File: config.mk
export PLATFORM = sky130hd
export DESIGN_NAME = mbr_ebr_partition_walker
export DESIGN_NICKNAME = d
export VERILOG_FILES = /design/src/rtl/core/mbrw_pkg.sv /design/src/rtl/core/mbrw_dp.sv /design/src/rtl/core/mbrw_ctrl.sv /design/src/rtl/core/mbr_ebr_partition_walker.sv
export SDC_FILE = /design/constraint.sdc
export NUM_CORES = 1
export LEC_CHECK = 0
export BUFFER_PORTS_ARGS = -buffer_cell sky130_fd_sc_hd__buf_2
export CAP_MARGIN = 20
export CORE_ASPECT_RATIO = 2
export CORE_MARGIN = 2
export CORE_UTILIZATION = 30
export DETAILED_ROUTE_END_ITERATION = 8
export MAX_ROUTING_LAYER = met4
export PLACE_DENSITY = 0.49
export SYNTH_ARGS = -nofsm -noshare
export SYNTH_HDL_FRONTEND = slang
export SYNTH_SLANG_ARGS = --single-unit
File: constraint.sdc
create_clock -name clk -period 5.05 [get_ports clk]
set_input_delay 1.01 -clock clk [delete_from_list [all_inputs] [get_ports clk]]
set_output_delay 1.01 -clock clk [all_outputs]
set_load 0.01 [all_outputs]
File: src/rtl/core/mbrw_pkg.sv
// mbrw_pkg: shared constants, result codes and the command/status structs
// of the partition walker; used by mbrw_ctrl, mbrw_dp and the top level
`default_nettype none

package mbrw_pkg;

    localparam logic [8:0] TABLE_BASE   = 9'h1be;
    localparam logic [8:0] TABLE_END    = 9'h1fe;
    localparam logic [8:0] SIG_LOW_POS  = 9'd510;
    localparam logic [8:0] SIG_HIGH_POS = 9'd511;
    localparam logic [7:0] SIG_LOW_VAL  = 8'h55;
    localparam logic [7:0] SIG_HIGH_VAL = 8'haa;

    localparam logic [7:0] EXT_CHS_RESET = 8'd5;
    localparam logic [7:0] EXT_LBA_RESET = 8'd15;

    localparam logic [1:0] CFG_EXT_CHS = 2'd0;
    localparam logic [1:0] CFG_EXT_LBA = 2'd1;

    localparam logic [1:0] RK_PART   = 2'd0;
    localparam logic [1:0] RK_READ   = 2'd1;
    localparam logic [1:0] RK_DONE   = 2'd2;
    localparam logic [1:0] RK_BADSIG = 2'd3;

    localparam logic KIND_START = 1'b0;
    localparam logic KIND_BYTE  = 1'b1;

    typedef struct packed {
        logic       start;
        logic       take_byte;
        logic       emit_bad;
        logic       clr_pending;
        logic       set_pending;
        logic       emit_part;
        logic       finish;
        logic [1:0] rec_idx;
    } mbrw_cmd_t;

    typedef struct packed {
        logic walk_active;
        logic past_mbr;
        logic last_byte;
        logic sig_ok;
        logic rec_zero;
        logic rec_ext;
        logic out_free;
    } mbrw_sts_t;

endpackage

`default_nettype wire

File: src/rtl/core/mbrw_dp.sv
// mbrw_dp: byte counter, record capture registers, walk state, config
// registers and the result register; depends on mbrw_pkg
`default_nettype none

module mbrw_dp
    import mbrw_pkg::*;
(
    input  wire logic        clk,
    input  wire logic        rst_n,
    input  wire mbrw_cmd_t   cmd,
    output mbrw_sts_t        sts,
    input  wire logic [7:0]  sector_byte,
    input  wire logic        cfg_valid,
    output logic             cfg_ready,
    input  wire logic [1:0]  cfg_index,
    input  wire logic [7:0]  cfg_data,
    output logic             out_valid,
    input  wire logic        out_ready,
    output logic [1:0]       result_kind,
    output logic [7:0]       part_type,
    output logic             active,
    output logic             primary,
    output logic [31:0]      start_sector,
    output logic [31:0]      size_sectors,
    output logic [31:0]      next_sector,
    output logic             last
);

    logic [8:0]  pos_reg;
    logic        walk_active_reg;
    logic [31:0] cur_reg;
    logic [31:0] first_ebr_reg;
    logic        past_mbr_reg;
    logic [31:0] pending_reg;
    logic [7:0]  sig_low_reg;
    logic [7:0]  ext_chs_reg;
    logic [7:0]  ext_lba_reg;
    logic        out_valid_reg;
    logic        out_valid_next;

    logic        rec_act_reg   [4];
    logic [7:0]  rec_type_reg  [4];
    logic [31:0] rec_start_reg [4];
    logic [31:0] rec_len_reg   [4];

    logic [1:0]  result_kind_reg;
    logic [7:0]  part_type_reg;
    logic        active_reg;
    logic        primary_reg;
    logic [31:0] start_sector_reg;
    logic [31:0] size_sectors_reg;
    logic [31:0] next_sector_reg;
    logic        last_reg;

    logic        in_table;
    logic [8:0]  rel;
    logic [1:0]  cap_idx;
    logic [3:0]  cap_off;
    logic [7:0]  sel_type;
    logic [31:0] sel_start;
    logic        load_out;
    logic        pending_nz;

    assign in_table = (pos_reg >= TABLE_BASE) && (pos_reg < TABLE_END);
    assign rel      = pos_reg - TABLE_BASE;
    assign cap_idx  = rel[5:4];
    assign cap_off  = rel[3:0];

    assign sel_type   = rec_type_reg[cmd.rec_idx];
    assign sel_start  = rec_start_reg[cmd.rec_idx];
    assign pending_nz = (pending_reg != 32'd0);

    assign load_out       = cmd.start | cmd.emit_bad | cmd.emit_part | cmd.finish;
    assign out_valid_next = load_out ? 1'b1 : (out_ready ? 1'b0 : out_valid_reg);

    assign cfg_ready = 1'b1;

    always_comb
    begin
        sts.walk_active = walk_active_reg;
        sts.past_mbr    = past_mbr_reg;
        sts.last_byte   = (pos_reg == SIG_HIGH_POS);
        sts.sig_ok      = (sig_low_reg == SIG_LOW_VAL) && (sector_byte == SIG_HIGH_VAL);
        sts.rec_zero    = (sel_type == 8'd0);
        sts.rec_ext     = (sel_type == ext_chs_reg) || (sel_type == ext_lba_reg);
        sts.out_free    = !out_valid_reg || out_ready;
    end

    always_ff @(posedge clk or negedge rst_n)
    begin
        if (!rst_n)
        begin
            ext_chs_reg <= EXT_CHS_RESET;
            ext_lba_reg <= EXT_LBA_RESET;
        end
        else if (cfg_valid && cfg_ready)
        begin
            if (cfg_index == CFG_EXT_CHS)
                ext_chs_reg <= cfg_data;
            if (cfg_index == CFG_EXT_LBA)
                ext_lba_reg <= cfg_data;
        end
    end

    always_ff @(posedge clk or negedge rst_n)
    begin
        if (!rst_n)
        begin
            pos_reg         <= 9'd0;
            walk_active_reg <= 1'b1;
            cur_reg         <= 32'd0;
            first_ebr_reg   <= 32'd0;
            past_mbr_reg    <= 1'b0;
            pending_reg     <= 32'd0;
            sig_low_reg     <= 8'd0;
            out_valid_reg   <= 1'b0;
        end
        else
        begin
            out_valid_reg <= out_valid_next;
            if (cmd.start)
            begin
                pos_reg         <= 9'd0;
                walk_active_reg <= 1'b1;
                cur_reg         <= 32'd0;
                first_ebr_reg   <= 32'd0;
                past_mbr_reg    <= 1'b0;
                pending_reg     <= 32'd0;
                sig_low_reg     <= 8'd0;
            end
            if (cmd.take_byte)
            begin
                pos_reg <= pos_reg + 9'd1;
                if (pos_reg == SIG_LOW_POS)
                    sig_low_reg <= sector_byte;
            end
            if (cmd.emit_bad)
                walk_active_reg <= 1'b0;
            if (cmd.clr_pending)
                pending_reg <= 32'd0;
            if (cmd.set_pending)
                pending_reg <= first_ebr_reg + sel_start;
            if (cmd.finish)
            begin
                if (pending_nz)
                begin
                    if (!past_mbr_reg)
                    begin
                        first_ebr_reg <= pending_reg;
                        past_mbr_reg  <= 1'b1;
                    end
                    cur_reg <= pending_reg;
                end
                else
                begin
                    walk_active_reg <= 1'b0;
                end
            end
        end
    end

    // record capture from the partition table bytes
    always_ff @(posedge clk)
    begin
        if (cmd.take_byte && in_table)
        begin
            if (cap_off == 4'd0)
                rec_act_reg[cap_idx] <= sector_byte[7];
            else if (cap_off == 4'd4)
                rec_type_reg[cap_idx] <= sector_byte;
            else if (cap_off[3:2] == 2'b10)
                rec_start_reg[cap_idx][{cap_off[1:0], 3'b000} +: 8] <= sector_byte;
            else if (cap_off[3:2] == 2'b11)
                rec_len_reg[cap_idx][{cap_off[1:0], 3'b000} +: 8] <= sector_byte;
        end
    end

    always_ff @(posedge clk)
    begin
        if (cmd.emit_part)
        begin
            result_kind_reg  <= RK_PART;
            part_type_reg    <= sel_type;
            active_reg       <= rec_act_reg[cmd.rec_idx];
            primary_reg      <= !past_mbr_reg;
            start_sector_reg <= cur_reg + sel_start;
            size_sectors_reg <= rec_len_reg[cmd.rec_idx];
            next_sector_reg  <= 32'd0;
            last_reg         <= 1'b0;
        end
        else if (load_out)
        begin
            part_type_reg    <= 8'd0;
            active_reg       <= 1'b0;
            primary_reg      <= 1'b0;
            start_sector_reg <= 32'd0;
            size_sectors_reg <= 32'd0;
            last_reg         <= 1'b1;
            if (cmd.start)
            begin
                result_kind_reg <= RK_READ;
                next_sector_reg <= 32'd0;
            end
            else if (cmd.emit_bad)
            begin
                result_kind_reg <= RK_BADSIG;
                next_sector_reg <= 32'd0;
            end
            else if (pending_nz)
            begin
                result_kind_reg <= RK_READ;
                next_sector_reg <= pending_reg;
            end
            else
            begin
                result_kind_reg <= RK_DONE;
                next_sector_reg <= 32'd0;
            end
        end
    end

    assign out_valid    = out_valid_reg;
    assign result_kind  = result_kind_reg;
    assign part_type    = part_type_reg;
    assign active       = active_reg;
    assign primary      = primary_reg;
    assign start_sector = start_sector_reg;
    assign size_sectors = size_sectors_reg;
    assign next_sector  = next_sector_reg;
    assign last         = last_reg;

endmodule

`default_nettype wire

File: src/rtl/core/mbrw_ctrl.sv
// mbrw_ctrl: state machine sequencing byte intake, the record scan and the
// closing result; drives mbrw_dp through mbrw_cmd_t, depends on mbrw_pkg
`default_nettype none

module mbrw_ctrl
    import mbrw_pkg::*;
(
    input  wire logic      clk,
    input  wire logic      rst_n,
    input  wire logic      in_valid,
    output logic           in_ready,
    input  wire logic      kind,
    input  wire mbrw_sts_t sts,
    output mbrw_cmd_t      cmd
);

    localparam logic [1:0] ST_IDLE  = 2'd0;
    localparam logic [1:0] ST_SCAN  = 2'd1;
    localparam logic [1:0] ST_FINAL = 2'd2;

    logic [1:0] state_reg;
    logic [1:0] state_next;
    logic [1:0] idx_reg;
    logic [1:0] idx_next;
    logic [1:0] last_idx;
    logic       accept;

    assign in_ready = (state_reg == ST_IDLE) && sts.out_free;
    assign accept   = in_valid && in_ready;
    assign last_idx = sts.past_mbr ? 2'd1 : 2'd3;

    always_comb
    begin
        cmd         = '0;
        cmd.rec_idx = idx_reg;
        state_next  = state_reg;
        idx_next    = idx_reg;
        case (state_reg)
            ST_IDLE:
            begin
                if (accept)
                begin
                    if (kind == KIND_START)
                    begin
                        cmd.start = 1'b1;
                    end
                    else if (sts.walk_active)
                    begin
                        cmd.take_byte = 1'b1;
                        if (sts.last_byte)
                        begin
                            if (!sts.sig_ok)
                            begin
                                cmd.emit_bad = 1'b1;
                            end
                            else
                            begin
                                cmd.clr_pending = 1'b1;
                                idx_next        = 2'd0;
                                state_next      = ST_SCAN;
                            end
                        end
                    end
                end
            end
            ST_SCAN:
            begin
                if (sts.out_free)
                begin
                    if (sts.rec_zero && sts.past_mbr)
                    begin
                        cmd.clr_pending = 1'b1;
                        state_next      = ST_FINAL;
                    end
                    else
                    begin
                        if (sts.rec_ext && !sts.rec_zero)
                            cmd.set_pending = 1'b1;
                        else if (!sts.rec_zero)
                            cmd.emit_part = 1'b1;
                        if (idx_reg == last_idx)
                            state_next = ST_FINAL;
                        else
                            idx_next = idx_reg + 2'd1;
                    end
                end
            end
            ST_FINAL:
            begin
                if (sts.out_free)
                begin
                    cmd.finish = 1'b1;
                    state_next = ST_IDLE;
                end
            end
            default:
            begin
                state_next = ST_IDLE;
            end
        endcase
    end

    always_ff @(posedge clk or negedge rst_n)
    begin
        if (!rst_n)
        begin
            state_reg <= ST_IDLE;
            idx_reg   <= 2'd0;
        end
        else
        begin
            state_reg <= state_next;
            idx_reg   <= idx_next;
        end
    end

endmodule

`default_nettype wire

File: src/rtl/core/mbr_ebr_partition_walker.sv
// mbr_ebr_partition_walker: top level joining mbrw_ctrl and mbrw_dp
// depends on mbrw_pkg, mbrw_ctrl, mbrw_dp
//
//  channel  | handshake            | payload
//  ---------+----------------------+--------------------------------------------
//  in       | in_valid / in_ready  | kind, sector_byte
//  out      | out_valid / out_ready| result_kind, part_type, active, primary,
//           |                      | start_sector, size_sectors, next_sector, last
//  cfg      | cfg_valid / cfg_ready| cfg_index, cfg_data
//
// the last byte of a good sector is followed by a scan of the records
// (four in the mbr, up to two in an ebr) and then the closing result
// a held result register stalls intake, the record scan and the closing result until taken
// reset leaves the walk awaiting the mbr at sector 0; cfg_ready is always high
`default_nettype none

module mbr_ebr_partition_walker
    import mbrw_pkg::*;
(
    input  wire logic        clk,
    input  wire logic        rst_n,
    input  wire logic        in_valid,
    output logic             in_ready,
    input  wire logic        kind,
    input  wire logic [7:0]  sector_byte,
    output logic             out_valid,
    input  wire logic        out_ready,
    output logic [1:0]       result_kind,
    output logic [7:0]       part_type,
    output logic             active,
    output logic             primary,
    output logic [31:0]      start_sector,
    output logic [31:0]      size_sectors,
    output logic [31:0]      next_sector,
    output logic             last,
    input  wire logic        cfg_valid,
    output logic             cfg_ready,
    input  wire logic [1:0]  cfg_index,
    input  wire logic [7:0]  cfg_data
);

    mbrw_cmd_t cmd;
    mbrw_sts_t sts;

    mbrw_ctrl u_ctrl (
        .clk      (clk),
        .rst_n    (rst_n),
        .in_valid (in_valid),
        .in_ready (in_ready),
        .kind     (kind),
        .sts      (sts),
        .cmd      (cmd)
    );

    mbrw_dp u_dp (
        .clk          (clk),
        .rst_n        (rst_n),
        .cmd          (cmd),
        .sts          (sts),
        .sector_byte  (sector_byte),
        .cfg_valid    (cfg_valid),
        .cfg_ready    (cfg_ready),
        .cfg_index    (cfg_index),
        .cfg_data     (cfg_data),
        .out_valid    (out_valid),
        .out_ready    (out_ready),
        .result_kind  (result_kind),
        .part_type    (part_type),
        .active       (active),
        .primary      (primary),
        .start_sector (start_sector),
        .size_sectors (size_sectors),
        .next_sector  (next_sector),
        .last         (last)
    );

`ifndef SYNTHESIS
    a_scan_blocks_intake: assert property (@(posedge clk) disable iff (!rst_n)
        (in_valid && in_ready && kind == KIND_BYTE && sts.walk_active
            && sts.last_byte && sts.sig_ok) |=> !in_ready)
        else $error("intake not blocked during record scan");

    a_last_marks_closing: assert property (@(posedge clk) disable iff (!rst_n)
        out_valid |-> ((result_kind == RK_PART) != last))
        else $error("last flag does not match result kind");

    a_non_part_zeroed: assert property (@(posedge clk) disable iff (!rst_n)
        (out_valid && result_kind != RK_PART) |->
            (start_sector == 32'd0 && size_sectors == 32'd0 && part_type == 8'd0))
        else $error("partition fields not cleared in non-partition result");
`endif

endmodule

`default_nettype wire
After elaboration in Yosys (flattened, before gate mapping)
Memories as Yosys holds them, arrays and structs flattened.
Index checks and enable logic that the tools add are counted.
Word-level totals
  input bits: 24
  RAM bits: 292
  memories: 4
  output and inout bits: 112
  word-level logic and storage cells: 181
  flip-flop bits (word level): 245
Memories
  u_dp.rec_len_reg: words 4, bits a word 32, read ports 1, clocked after Yosys merged registers in 0, wr ports 1, line mbrw_dp.sv:44  | logic [31:0] rec_len_reg [4];
  u_dp.rec_start_reg: words 4, bits a word 32, read ports 1, clocked after Yosys merged registers in 0, wr ports 1, line mbrw_dp.sv:43  | logic [31:0] rec_start_reg [4];
  u_dp.rec_type_reg: words 4, bits a word 8, read ports 1, clocked after Yosys merged registers in 0, wr ports 1, line mbrw_dp.sv:42  | logic [7:0] rec_type_reg [4];
  u_dp.rec_act_reg: words 4, bits a word 1, read ports 1, clocked after Yosys merged registers in 0, wr ports 1, line mbrw_dp.sv:41  | logic rec_act_reg [4];
Cells by class
  bitwise gates (word level): 3
  muxes and demuxes: 95
  add/sub/neg operators: 6
  shift operators: 2
  order comparisons: 2
  reduce and logical (&&, ||, !) cells: 26
  eq/ne operators: 23
Operators with widths (number)
  2-to-1 mux 32 bit: 18
  adder 32 bit: 2
  2-to-1 mux 2 bit: 24
  2-to-1 mux 8 bit: 5
  2-to-1 mux 1 bit: 38
  nonzero test 32 bit: 1
  variable shift 8 x 7 -> 32 bit, first input constant: 1
  variable part select 8 x 7 -> 32 bit: 1
  equality test 9 bit, second input constant: 2
  2-to-1 mux 9 bit: 2
  equality test 8 bit: 2
  2-to-1 mux 3 bit: 4
  != test 2 x 1 -> 1 bit, second input constant: 5
  adder 9 x 1 -> 9 bit, second input constant: 1
  greater-or-equal comparator 9 bit, second input constant: 1
  less-than comparator 9 bit, second input constant: 1
  AND reduction 9 bit: 1
  equality test 8 x 7 -> 1 bit, second input constant: 1
  equality test 8 bit, second input constant: 1
  logical NOT 8 bit: 1
  != test 2 bit, second input constant: 4
  AND reduction 8 bit: 1
  nonzero test 2 bit: 4
  logical AND 1 bit: 7
  other kinds (19): 29

Depth between registers and ports, before layout
Gate-level depths: netlist (run 1).
  depth after elaboration: 13
  depth in mapped cells: 16
  gate-level depth less buffers: 13

Cells and area by module
Synthesis (run 1) repeated with hierarchy kept, for this count alone.
Second synthesis, totals
  cell total of the unflattened synthesis: 1907
  area, all modules: 24594.8 µm²
By module, submodules not included
  mbrw_dp: times used 1, cells each 1868, area each 24287.0 µm², sequential area each 15003.1 µm²
  mbrw_ctrl: times used 1, cells each 39, area each 307.8 µm², sequential area each 100.1 µm²

Least setup slack after synthesis (run 1)
No wires, ideal clock.
  kind: input to register
  start: input port out_ready
  end: register u_dp.active_reg, in the netlist u_dp.active, enable pin
  setup time: 0.434 ns
  path buffers: 3
  stages: 10
  required time: 4.616 ns
  arrival: 4.239 ns
  slack: 0.377 ns
  path through: nor2b_1 > nor3_1 > nand2_1 > or2_2 > clkbuf_1 > and2_1 > nor2b_1 > clkbuf_1 > clkbuf_1 > nand2_1
On the way
  cells in the longest elaborated chain, start to end: 9
  elaborated cells between the ends (all ways): 13
  classes of those cells: mux: 6; bitwise: 3; reduce/logical: 4
RTL lines
  start: declaration: line mbr_ebr_partition_walker.sv:27  | input wire logic out_ready,
  logical OR 1 bit: line mbrw_dp.sv:86  | sts.out_free = !out_valid_reg || out_ready;
  logical AND 1 bit: line mbrw_ctrl.sv:28  | assign in_ready = (state_reg == ST_IDLE) && sts.out_free;
  net in_ready: line mbr_ebr_partition_walker.sv:23  | output logic in_ready,
  logical AND 1 bit: line mbrw_ctrl.sv:29  | assign accept = in_valid && in_ready;
  2-to-1 mux 4 bit: line mbrw_ctrl.sv:41  | if (accept)
  2-to-1 mux 3 bit: line mbrw_ctrl.sv:38  | case (state_reg)
  OR 1 bit (3 in series): line mbrw_dp.sv:73  | assign load_out = cmd.start | cmd.emit_bad | cmd.emit_part | cmd.finish;
  nonzero test 2 bit (no source line)
  end signal: assignment: line mbrw_dp.sv:184  | active_reg <= rec_act_reg[cmd.rec_idx];
  end: declaration: line mbrw_dp.sv:48  | logic active_reg;
The timed path passes the listed nets, and every way through them passes these cells.
A chain may end at the register's enable or synchronous reset.

Final worst setup path (run 1)
  start: register u_ctrl.idx_reg[0]
  end: register u_dp.pending_reg[23]
On the way
  cells in the longest elaborated chain, start to end: 9
  elaborated cells between the ends (all ways): 19
  classes of those cells: add/sub: 1; eq/ne: 2; mux: 8; reduce/logical: 6; memory: 2
RTL lines
  start: declaration: line mbrw_ctrl.sv:23  | logic [1:0] idx_reg;
  start signal: assignment: line mbrw_ctrl.sv:113  | idx_reg <= idx_next;
  parallel branches: the longest is 9 deep, another holds memory (4 x 32 bit)
  end signal: assignment: line mbrw_dp.sv:142  | pending_reg <= first_ebr_reg + sel_start;
  end: declaration: line mbrw_dp.sv:34  | logic [31:0] pending_reg;
Several ways; the timed one is not identified.

==> summary.txt, run 1 <==
Outcome
  – Status: finished, final reports clean

STA
  – Setup violators final: 0
  – Setup ws final: 0.500 ns
  – Rel. slew slack: 29.4%
  – Final period util: 90.1%
  – RSZ-0062 raised after global routing: false
  – Setup TNS: 0 ns
  – Slew Limit Fails: 0
  – Max frequency: 220 MHz
  – Final min period: 4.55 ns
  – Worst-Margin Slew: 1.06 ns
  – Fin. Hold Viols: 0
  – Worst Clk Skew: 0.0190 ns

Power
  – Static Leak: 0.0107 uW
  – Internal: 7110 uW
  – Net Sw Power: 2110 uW
  – Total design power: 9220 uW
  – Power Density: 333 nW/um^2
  – Net Sw Frac: 22.9%
  – Clock power frac: 41.9%
  – VDD IR max: 208 uV
  – Reg power frac: 52.9%
  – Combinational Power Share: 5.1%

Synthesis
  – Area contributors post-synth: edfxtp_1 46%, dfrtp_1 14%, mux4_2 6.9%, ha_1 3.6%, dfxtp_1 3.0%
  – Post-synth EDFFs: 366
  – Register bit count reported by yosys: 537
  – Synth top area share: 46.3%
  – Largest area contributor in the netlist: edfxtp_1
  – Sequential-to-total area share from yosys stat: 63.6%
  – Synth unique cells: 74
  – Ys flop type: edfxtp_1
  – Post-synthesis cell count: 1,759
  – Netlist Area Pre-Place: 23,700 um^2
  – Synthesized Nets: 1,854
  – Syn avg cell area: 13.5 um^2
  – Async S/R FF share, synth: 25.3%
  – Synth warnings: 0

Clock network
  – TritonCTS clock tree: yes
  – Clk slew on worst S/H paths: 0.07 ns
  – CTS max path bufs: 3
  – Post-CTS Setup Repair Bufs: 0
  – H-Tree Level Count: 2
  – Root buffer cell: clkbuf_16
  – CTS Buf Count: 48
  – Post-CTS Hold Fix Bufs: 0
  – Resized Gates After CTS: 0
  – Num Clock Sinks: 537
  – Worst skew pair latency: 0.60 ns

Critical path
  – CP Launch Type: register
  – Worst Reg-to-Reg Cells: 11
  – Max stage delay cell, worst path: o21ai_0
  – Crit path largest cell delay: 0.80 ns
  – CP arrival: 5.01 ns
  – Setup Crit Path Kind: reg2reg
  – Critical path endpoint category: register
  – CP Max Fanout: 29
  – Critical path required time: 5.51 ns
  – R2r startpoint: u_ctrl.idx_reg[0]
  – Cells along the critical path: buf_12 > mux4_2 > ha_1 > a21oi_1 > o21ai_0 > nor2_1 > o31ai_1 > a31oi_1 > o211ai_1 > mux2i_1 > o311ai_1
  – CP delay by family, top: compound AO/OA/AOI/OAI gates
  – R2R Setup Slk: 0.50 ns
  – WP buf/inv: 1
  – End of the worst register-to-register path: u_dp.pending_reg[23]

GRT
  – Global-route wire length before repair: 101,000 um
  – Vias in the first global route: 15,800
  – Total grt overflow: 0
  – Total global-route track usage: 17.0%
  – Largest net degree at the start of global routing: 85
  – Initial antenna violation count: 6

Detailed routing
  – Final ANT Viol Nets: 0
  – Avg WL per Cell: 22.4 um
  – DR DRC count: 0
  – Via Count: 15,100
  – Post-DR vias/cell: 5.01
  – Drt initial violations: 925
  – DRT Pass-1 Iters: 5
  – WL final: 67,800 um

Final layout
  – Commonest cells after routing, fill and taps aside: 366 x edfxtp_1, 134 x nor2_1, 134 x buf_2
  – P&R area growth vs syn: 16.7%
  – Layout cells sized above 1: 21.0%
  – Commonest non-fill, non-tap cell in the layout: edfxtp_1
  – Nets: 2,040

Placement
  – Routability cong.: 0.913
  – Pre-CTS setup slack: 0.510 ns
  – I/O Buffers: 134
  – DP Wirelength: 49,300 um

Die
  – Row count: 145
  – Height of the chip: 402 um
  – DIE AREA: 81,500 um^2
  – Top-level I/O count: 136
  – Die Width: 203 um
  – Core ar.: 78,200 um^2
  – Initial Util: 30.3%

Run
  – MaxCap Viol Count: 0

Worst hold path
  – Worst min path class: in2async
synthesized netlist by cell type (4+ instances only):
| cell type | number |
|---|---|
| buf_2 | 9 |
| nor3b_1 | 9 |
| a211oi_1 | 12 |
| a22oi_1 | 30 |
| dfxtp_1 | 35 |
| nand4_1 | 17 |
| ha_1 | 69 |
| dfstp_2 | 7 |
| a21o_1 | 21 |
| nor4_1 | 22 |
| xnor2_1 | 38 |
| nand2_1 | 131 |
| mux4_2 | 73 |
| and3_1 | 12 |
| and2_1 | 66 |
| edfxtp_1 | 366 |
| o21ai_0 | 73 |
| clkbuf_1 | 53 |
| o31ai_1 | 10 |
| buf_1 | 12 |
| nor2b_1 | 8 |
| nor2_1 | 135 |
| nor3_1 | 32 |
| buf_4 | 7 |
| o211ai_1 | 4 |
| nand2b_1 | 8 |
| mux2_2 | 16 |
| buf_6 | 4 |
| mux2i_1 | 6 |
| dfrtp_1 | 129 |
| inv_1 | 34 |
| a31oi_1 | 12 |
| a22o_1 | 33 |
| or3_1 | 7 |
| xor2_1 | 25 |
| a21oi_1 | 63 |
| nand3_1 | 97 |
| o21a_1 | 7 |
| o21bai_1 | 8 |
| o21ai_1 | 9 |
through the flow:
stage               hold slack (ns)  utilization, %  instances  area, um^2
global route                  0.466            35.4       3018       27700
global placement              0.438            33.3       2919       26000
CTS                           0.448            35.4       3010       27700
finish                        0.414            35.4       3019       27700
floorplan                     0.450               -       1759       23700
detailed placement            0.449            33.3       2921       26000
kinds of logic (layout without fill, tap and decap cells):
| logic type | after synthesis | after routing | synth area share, % |
|---|---|---|---|
| flip-flops | 537 | 537 | 63.6 |
| AND/OR/NAND/NOR | 560 | 560 | 11.4 |
| multiplexers | 95 | 95 | 7.94 |
| adder cells (fa/ha/maj) | 71 | 71 | 3.81 |
| other | 1 | 7 | 0.0158 |
| XOR/XNOR | 63 | 63 | 2.33 |
| AO/OA/AOI/OAI | 312 | 312 | 8.67 |
| buffers and inverters | 120 | 345 | 2.18 |
cell type report:
class / count / area, um^2
fillers: 7526 / 50500
well taps: 1029 / 1290
repair buffers: 221 / 1370
flip-flops and latches: 537 / 15100
clock inverters: 27 / 274
diodes: 6 / 15.0
clock buffers: 62 / 1360
multi-input cells: 1102 / 8160
inverters: 35 / 131
power by group through the flow:
stage,clock [uW],combinational (uW),sequential [uW]
final,3870,474,4880
after floorplan,0,230,4990
after global placement,0,465,4980
after detailed placement,0,483,4980
after global routing,4110,524,4890
after CTS,3980,484,4880
worst register-to-register path, stage by stage (launching register included):
cell      delay (ns)
dfrtp_4         0.55
buf_12          0.27
mux4_2          0.57
ha_1            0.43
a21oi_1         0.13
o21ai_0         0.80
nor2_1          0.26
o31ai_1         0.49
a31oi_1         0.27
o211ai_1        0.31
mux2i_1         0.22
o311ai_1        0.11
worst max path at each step:
stage / from / endpoint / slack [ns] / depth (start not counted)
final: u_ctrl.idx_reg[0] / u_dp.pending_reg[23] / 0.50 / 11
after global routing: u_ctrl.idx_reg[0] / u_dp.start_sector[18] / 0.28 / 12
after CTS: u_ctrl.idx_reg[0] / u_dp.start_sector[28] / 0.50 / 14
after detailed placement: u_ctrl.idx_reg[0] / u_dp.start_sector[28] / 0.51 / 14
after global placement: u_ctrl.idx_reg[0] / u_dp.start_sector[18] / 0.51 / 12
after floorplan: out_ready / u_dp.active / 0.38 / 10
per-layer routing:
metal,vias up,track usage (%),wire length [um]
met2,343,32.2,37900
met1,7643,17.4,24600
li1,7023,-,-
met3,105,2.32,2630
met4,0,6.77,2600
met5,-,-,0
Power figures use the tool's default switching activity.
==> run 2, diff against run 1 <==
- PLACE_DENSITY: 0.49 -> not set
==> run 2 against run 1 <==
Clock skew is 0.011 ns higher. Worst setup slack worse by 0.11 ns. First-iteration DRC count is 9.7% higher. Global-route usage is 0.66 points lower. Worst hold slack worse by 0.054 ns. Clock power hardly changed. Final area hardly changed. Critical path depth is 2 higher. Via count is 0.89% higher. Cell count hardly changed. Largest power group unchanged.
==> summary.txt, run 2 (synthesis results as in run 1) <==
Outcome
  – Status: finished, final reports clean

Clock network
  – Resized Gates After CTS: 0
  – Post-CTS Setup Repair Bufs: 0
  – TritonCTS clock tree: yes
  – CTS max path bufs: 3
  – Num Clock Sinks: 537
  – CTS Buf Count: 47
  – H-Tree Level Count: 2
  – Worst skew pair latency: 0.61 ns
  – Clk slew on worst S/H paths: 0.07 ns
  – Root buffer cell: clkbuf_16
  – Post-CTS Hold Fix Bufs: 0

Die
  – Die Width: 203 um
  – Row count: 145
  – Core ar.: 78,200 um^2
  – Initial Util: 30.3%
  – Height of the chip: 402 um
  – Top-level I/O count: 136
  – DIE AREA: 81,500 um^2

STA
  – Worst-Margin Slew: 1.10 ns
  – Worst Clk Skew: 0.0298 ns
  – Setup TNS: 0 ns
  – Rel. slew slack: 25.9%
  – RSZ-0062 raised after global routing: false
  – Final period util: 92.2%
  – Slew Limit Fails: 0
  – Max frequency: 215 MHz
  – Fin. Hold Viols: 0
  – Setup violators final: 0
  – Final min period: 4.66 ns
  – Setup ws final: 0.394 ns

Critical path
  – Critical path endpoint category: register
  – Critical path required time: 5.52 ns
  – CP Max Fanout: 26
  – CP arrival: 5.12 ns
  – CP Launch Type: register
  – Setup Crit Path Kind: reg2reg

Worst hold path
  – Worst min path class: in2async

GRT
  – Initial antenna violation count: 7
  – Total global-route track usage: 16.3%
  – Total grt overflow: 0
  – Vias in the first global route: 16,100
  – Global-route wire length before repair: 98,100 um
  – Largest net degree at the start of global routing: 62

Detailed routing
  – Final ANT Viol Nets: 0
  – WL final: 65,100 um
  – DRT Pass-1 Iters: 6
  – Drt initial violations: 1,015
  – Avg WL per Cell: 21.6 um
  – Post-DR vias/cell: 5.05
  – Via Count: 15,200
  – DR DRC count: 0

Final layout
  – P&R area growth vs syn: 16.7%
  – Nets: 2,037
  – Commonest cells after routing, fill and taps aside: 366 x edfxtp_1, 135 x buf_2, 134 x nor2_1
  – Layout cells sized above 1: 20.9%
  – Commonest non-fill, non-tap cell in the layout: edfxtp_1

Power
  – VDD IR max: 235 uV
  – Power Density: 332 nW/um^2
  – Total design power: 9200 uW
  – Static Leak: 0.0107 uW

Placement
  – I/O Buffers: 134
  – Routability cong.: 0.872
  – Pre-CTS setup slack: 0.487 ns
  – DP Wirelength: 47,800 um

Run
  – MaxCap Viol Count: 0
-- run 2: cell types whose count changed in the layout (fill, tap and decap cells not counted), moves of 2 or more --
cell and delta:
buf_4 -6, clkbuf_1 +3, clkbuf_16 -3, clkbuf_2 +2, clkbuf_8 +2, clkinv_1 -4, clkinv_2 +2, inv_6 -4
-- run 2: layout make-up --
cell class | instances | area (um^2)
Inverter | 35 | 131
Antenna cell | 7 | 17.5
Multi-Input combinational cell | 1102 | 8160
Sequential cell | 537 | 15100
Timing Repair Buffer | 219 | 1340
Clock inverter | 25 | 323
Tap cell | 1029 | 1290
Fill cell | 7488 | 50500
Clock buffer | 63 | 1320
-- run 2: where the power goes --
group | internal [uW] | total [uW] | switching, uW
Sequential | 4850 | 4890 | 44.8
Clock | 2130 | 3850 | 1720
Combinational | 130 | 463 | 333
Total | 7100 | 9200 | 2100
-- run 2: stage by stage --
stage / utilization, % / hold slack, ns / std cells / cell area, um^2
final: 35.4 / 0.359 / 3017 / 27700
after global routing: 35.4 / 0.404 / 3017 / 27700
after CTS: 35.3 / 0.376 / 3002 / 27600
after detailed placement: 33.2 / 0.435 / 2914 / 26000
after global placement: 33.2 / 0.433 / 2913 / 26000
after floorplan: - / 0.450 / 1759 / 23700
-- run 2: final timing paths --
kind	startpoint	end	slack (ns)	depth (start not counted)
max	u_ctrl.idx_reg[0]	u_dp.start_sector[30]	0.39	13
min	rst_n	u_dp.ext_chs_reg[3]	0.36	1
max reg2reg	u_ctrl.idx_reg[0]	u_dp.start_sector[30]	0.39	13
min reg2reg	u_dp.last	u_dp.last	0.45	2
max in group asynchronous	rst_n	u_dp.first_ebr_reg[20]	3.52	2
min in group clk	u_dp.last	u_dp.last	0.45	2
-- run 2: per-layer routing --
metal | vias to the layer above | routed length, um | track usage [%]
met5 | - | 0 | -
met4 | 0 | 2920 | 7.29
met3 | 142 | 2820 | 2.46
met2 | 410 | 36000 | 30.7
met1 | 7681 | 23300 | 16.4
li1 | 7016 | - | -
-- run 2: critical path: stages (launching register included) --
cell and delay (ns):
dfrtp_4 0.54, buf_12 0.26, mux4_2 0.58, ha_1 0.44, nand4_1 0.20, nor3_1 0.68, a221oi_1 0.25, o21ai_0 0.22
o21bai_1 0.11, buf_4 0.16, a21oi_1 0.29, o31ai_1 0.19, or4_1 0.48, nand3_1 0.08
==> run 3, diff against run 2 <==
- CORE_ASPECT_RATIO: 2 -> not set
==> run 3 against run 2 <==
Cell count is 0.99% higher. Register-to-register slack better by 0.16 ns. Worst setup slack better by 0.16 ns. Highest routed layer unchanged. Sequential share of layout area is 0.70 points lower. Final area is 1.3% higher.
==> summary.txt, run 3 (synthesis results as in run 1) <==
Clock network
  – Worst skew pair latency: 0.63 ns
  – Resized Gates After CTS: 0
  – H-Tree Level Count: 2
  – Num Clock Sinks: 537
  – TritonCTS clock tree: yes
  – CTS max path bufs: 3
  – Post-CTS Hold Fix Bufs: 0
  – Root buffer cell: clkbuf_16
  – Clk slew on worst S/H paths: 0.06 ns
  – CTS Buf Count: 58
  – Post-CTS Setup Repair Bufs: 0

STA
  – Final min period: 4.49 ns
  – Slew Limit Fails: 0
  – Final period util: 89.0%
  – Setup TNS: 0 ns
  – Worst-Margin Slew: 1.03 ns
  – RSZ-0062 raised after global routing: false
  – Setup violators final: 0
  – Rel. slew slack: 31.0%
  – Worst Clk Skew: 0.0222 ns
  – Max frequency: 223 MHz
  – Fin. Hold Viols: 0

Final layout
  – P&R area growth vs syn: 18.2%
  – Commonest cells after routing, fill and taps aside: 366 x edfxtp_1, 135 x buf_2, 134 x nor2_1
  – Nets: 2,037
  – Commonest non-fill, non-tap cell in the layout: edfxtp_1
  – Final instance area: 28,000 um^2
  – Layout cells sized above 1: 21.3%
  – Final core utilization: 35.7%

Detailed routing
  – Final ANT Viol Nets: 0
  – DR DRC count: 0
  – WL final: 64,100 um
  – Via Count: 15,300
  – Avg WL per Cell: 21.0 um
  – Drt initial violations: 1,222
  – Post-DR vias/cell: 5.03
  – DRT Pass-1 Iters: 5

Critical path
  – Worst Reg-to-Reg Cells: 13
  – Critical path required time: 5.49 ns
  – CP Launch Type: register
  – Worst setup path startpoint: u_ctrl.idx_reg[0]
  – Crit path largest cell delay: 0.64 ns
  – Cells along the critical path: buf_12 > mux4_2 > ha_1 > nand2_1 > nor2_1 > a31oi_1 > o2111ai_1 > a21oi_1 > o31ai_1 > buf_4 > a21oi_1 > o21ai_0 > mux2i_1
  – R2r startpoint: u_ctrl.idx_reg[0]
  – Critical path endpoint category: register
  – CP Max Fanout: 75
  – R2R Setup Slk: 0.56 ns
  – CP arrival: 4.94 ns
  – Max stage delay cell, worst path: mux4_2
  – End of the worst register-to-register path: u_dp.start_sector[29]
  – Setup Crit Path Kind: reg2reg
  – Critical Path Sink: u_dp.start_sector[29]
  – Worst path most repeated cell: a21oi_1

Worst hold path
  – Worst min path class: in2async

Power
  – Reg power frac: 49.8%
  – Power Density: 351 nW/um^2
  – Clock power frac: 45.5%
  – VDD IR max: 274 uV
  – Combinational Power Share: 4.7%
  – Internal: 7630 uW
  – Static Leak: 0.0108 uW
  – Net Sw Frac: 22.4%
  – Total design power: 9830 uW
  – Net Sw Power: 2200 uW

Outcome
  – Status: finished, final reports clean

GRT
  – Vias in the first global route: 15,500
  – Total global-route track usage: 16.1%
  – Total grt overflow: 0
  – Initial antenna violation count: 5
  – Global-route wire length before repair: 97,200 um
  – Largest net degree at the start of global routing: 86

Die
  – Row count: 103
  – Initial Util: 30.2%
  – DIE AREA: 81,400 um^2
  – Core ar.: 78,600 um^2
  – Height of the chip: 285 um
  – Top-level I/O count: 136
  – Die Width: 285 um

Placement
  – Routability cong.: 0.912
  – DP Wirelength: 44,500 um
  – I/O Buffers: 134
  – Dpl cell area: 26,000 um^2

Run
  – MaxCap Viol Count: 0
[run 3: changes by cell type in the layout (fill, tap and decap cells not counted), sizes merged]
| cell | before | now |
|---|---|---|
| clkinvlp | 4 | 8 |
| bufinv | 5 | 9 |
| inv | 35 | 38 |
| clkinv | 16 | 18 |
| diode | 7 | 5 |
| buf | 213 | 204 |
| clkbuf | 69 | 76 |
[run 3: layer usage]
| layer | track usage (%) | vias up | routed length (um) |
|---|---|---|---|
| li1 | - | 7045 | - |
| met1 | 21.9 | 7738 | 29600 |
| met2 | 24.7 | 437 | 29500 |
| met3 | 3.10 | 119 | 3440 |
| met4 | 4.41 | 0 | 1650 |
| met5 | - | - | 0 |
[run 3: final cells by class]
cell class / instances / area, um^2
Inverter: 35 / 131
Tap cell: 1050 / 1310
Sequential cell: 537 / 15100
Timing Repair Buffer: 208 / 1290
Multi-Input combinational cell: 1102 / 8170
Clock buffer: 72 / 1550
Antenna cell: 5 / 12.5
Clock inverter: 38 / 474
Fill cell: 7653 / 50600
[run 3: worst min path at each step]
stage	start	to	slack [ns]	depth (start not counted)
after floorplan	u_dp.cur_reg[24]	u_dp.cur_reg[24]	0.45	2
after global placement	u_dp.next_sector[24]	u_dp.next_sector[24]	0.46	2
after detailed placement	u_dp.last	u_dp.last	0.45	2
after CTS	rst_n	u_dp.pending_reg[30]	0.44	1
after global routing	u_dp.last	u_dp.last	0.47	2
final	rst_n	u_dp.cur_reg[28]	0.45	1
[run 3: power groups by stage]
stage	clock network, uW	logic, uW	registers (uW)
detailed placement	0	464	4990
finish	4470	466	4900
CTS	4580	465	4900
floorplan	0	230	4990
global placement	0	441	4990
global route	4750	513	4900
[run 3: critical path: cells and delay by family (launching register included)]
family | cells | cell delay [ns]
adder cells (fa/ha/maj) | 1 | 0.41
multiplexers | 2 | 0.92
flip-flops | 1 | 0.48
buffers and inverters | 2 | 0.67
AND/OR/NAND/NOR | 2 | 0.33
AO/OA/AOI/OAI | 6 | 1.48
[run 3: stage by stage]
step / hold slack [ns] / instances / setup WS (ns)
floorplan: 0.450 / 1759 / 0.377
global placement: 0.457 / 2925 / 0.517
detailed placement: 0.455 / 2927 / 0.546
CTS: 0.442 / 3037 / 0.497
global route: 0.474 / 3046 / 0.240
finish: 0.446 / 3047 / 0.558
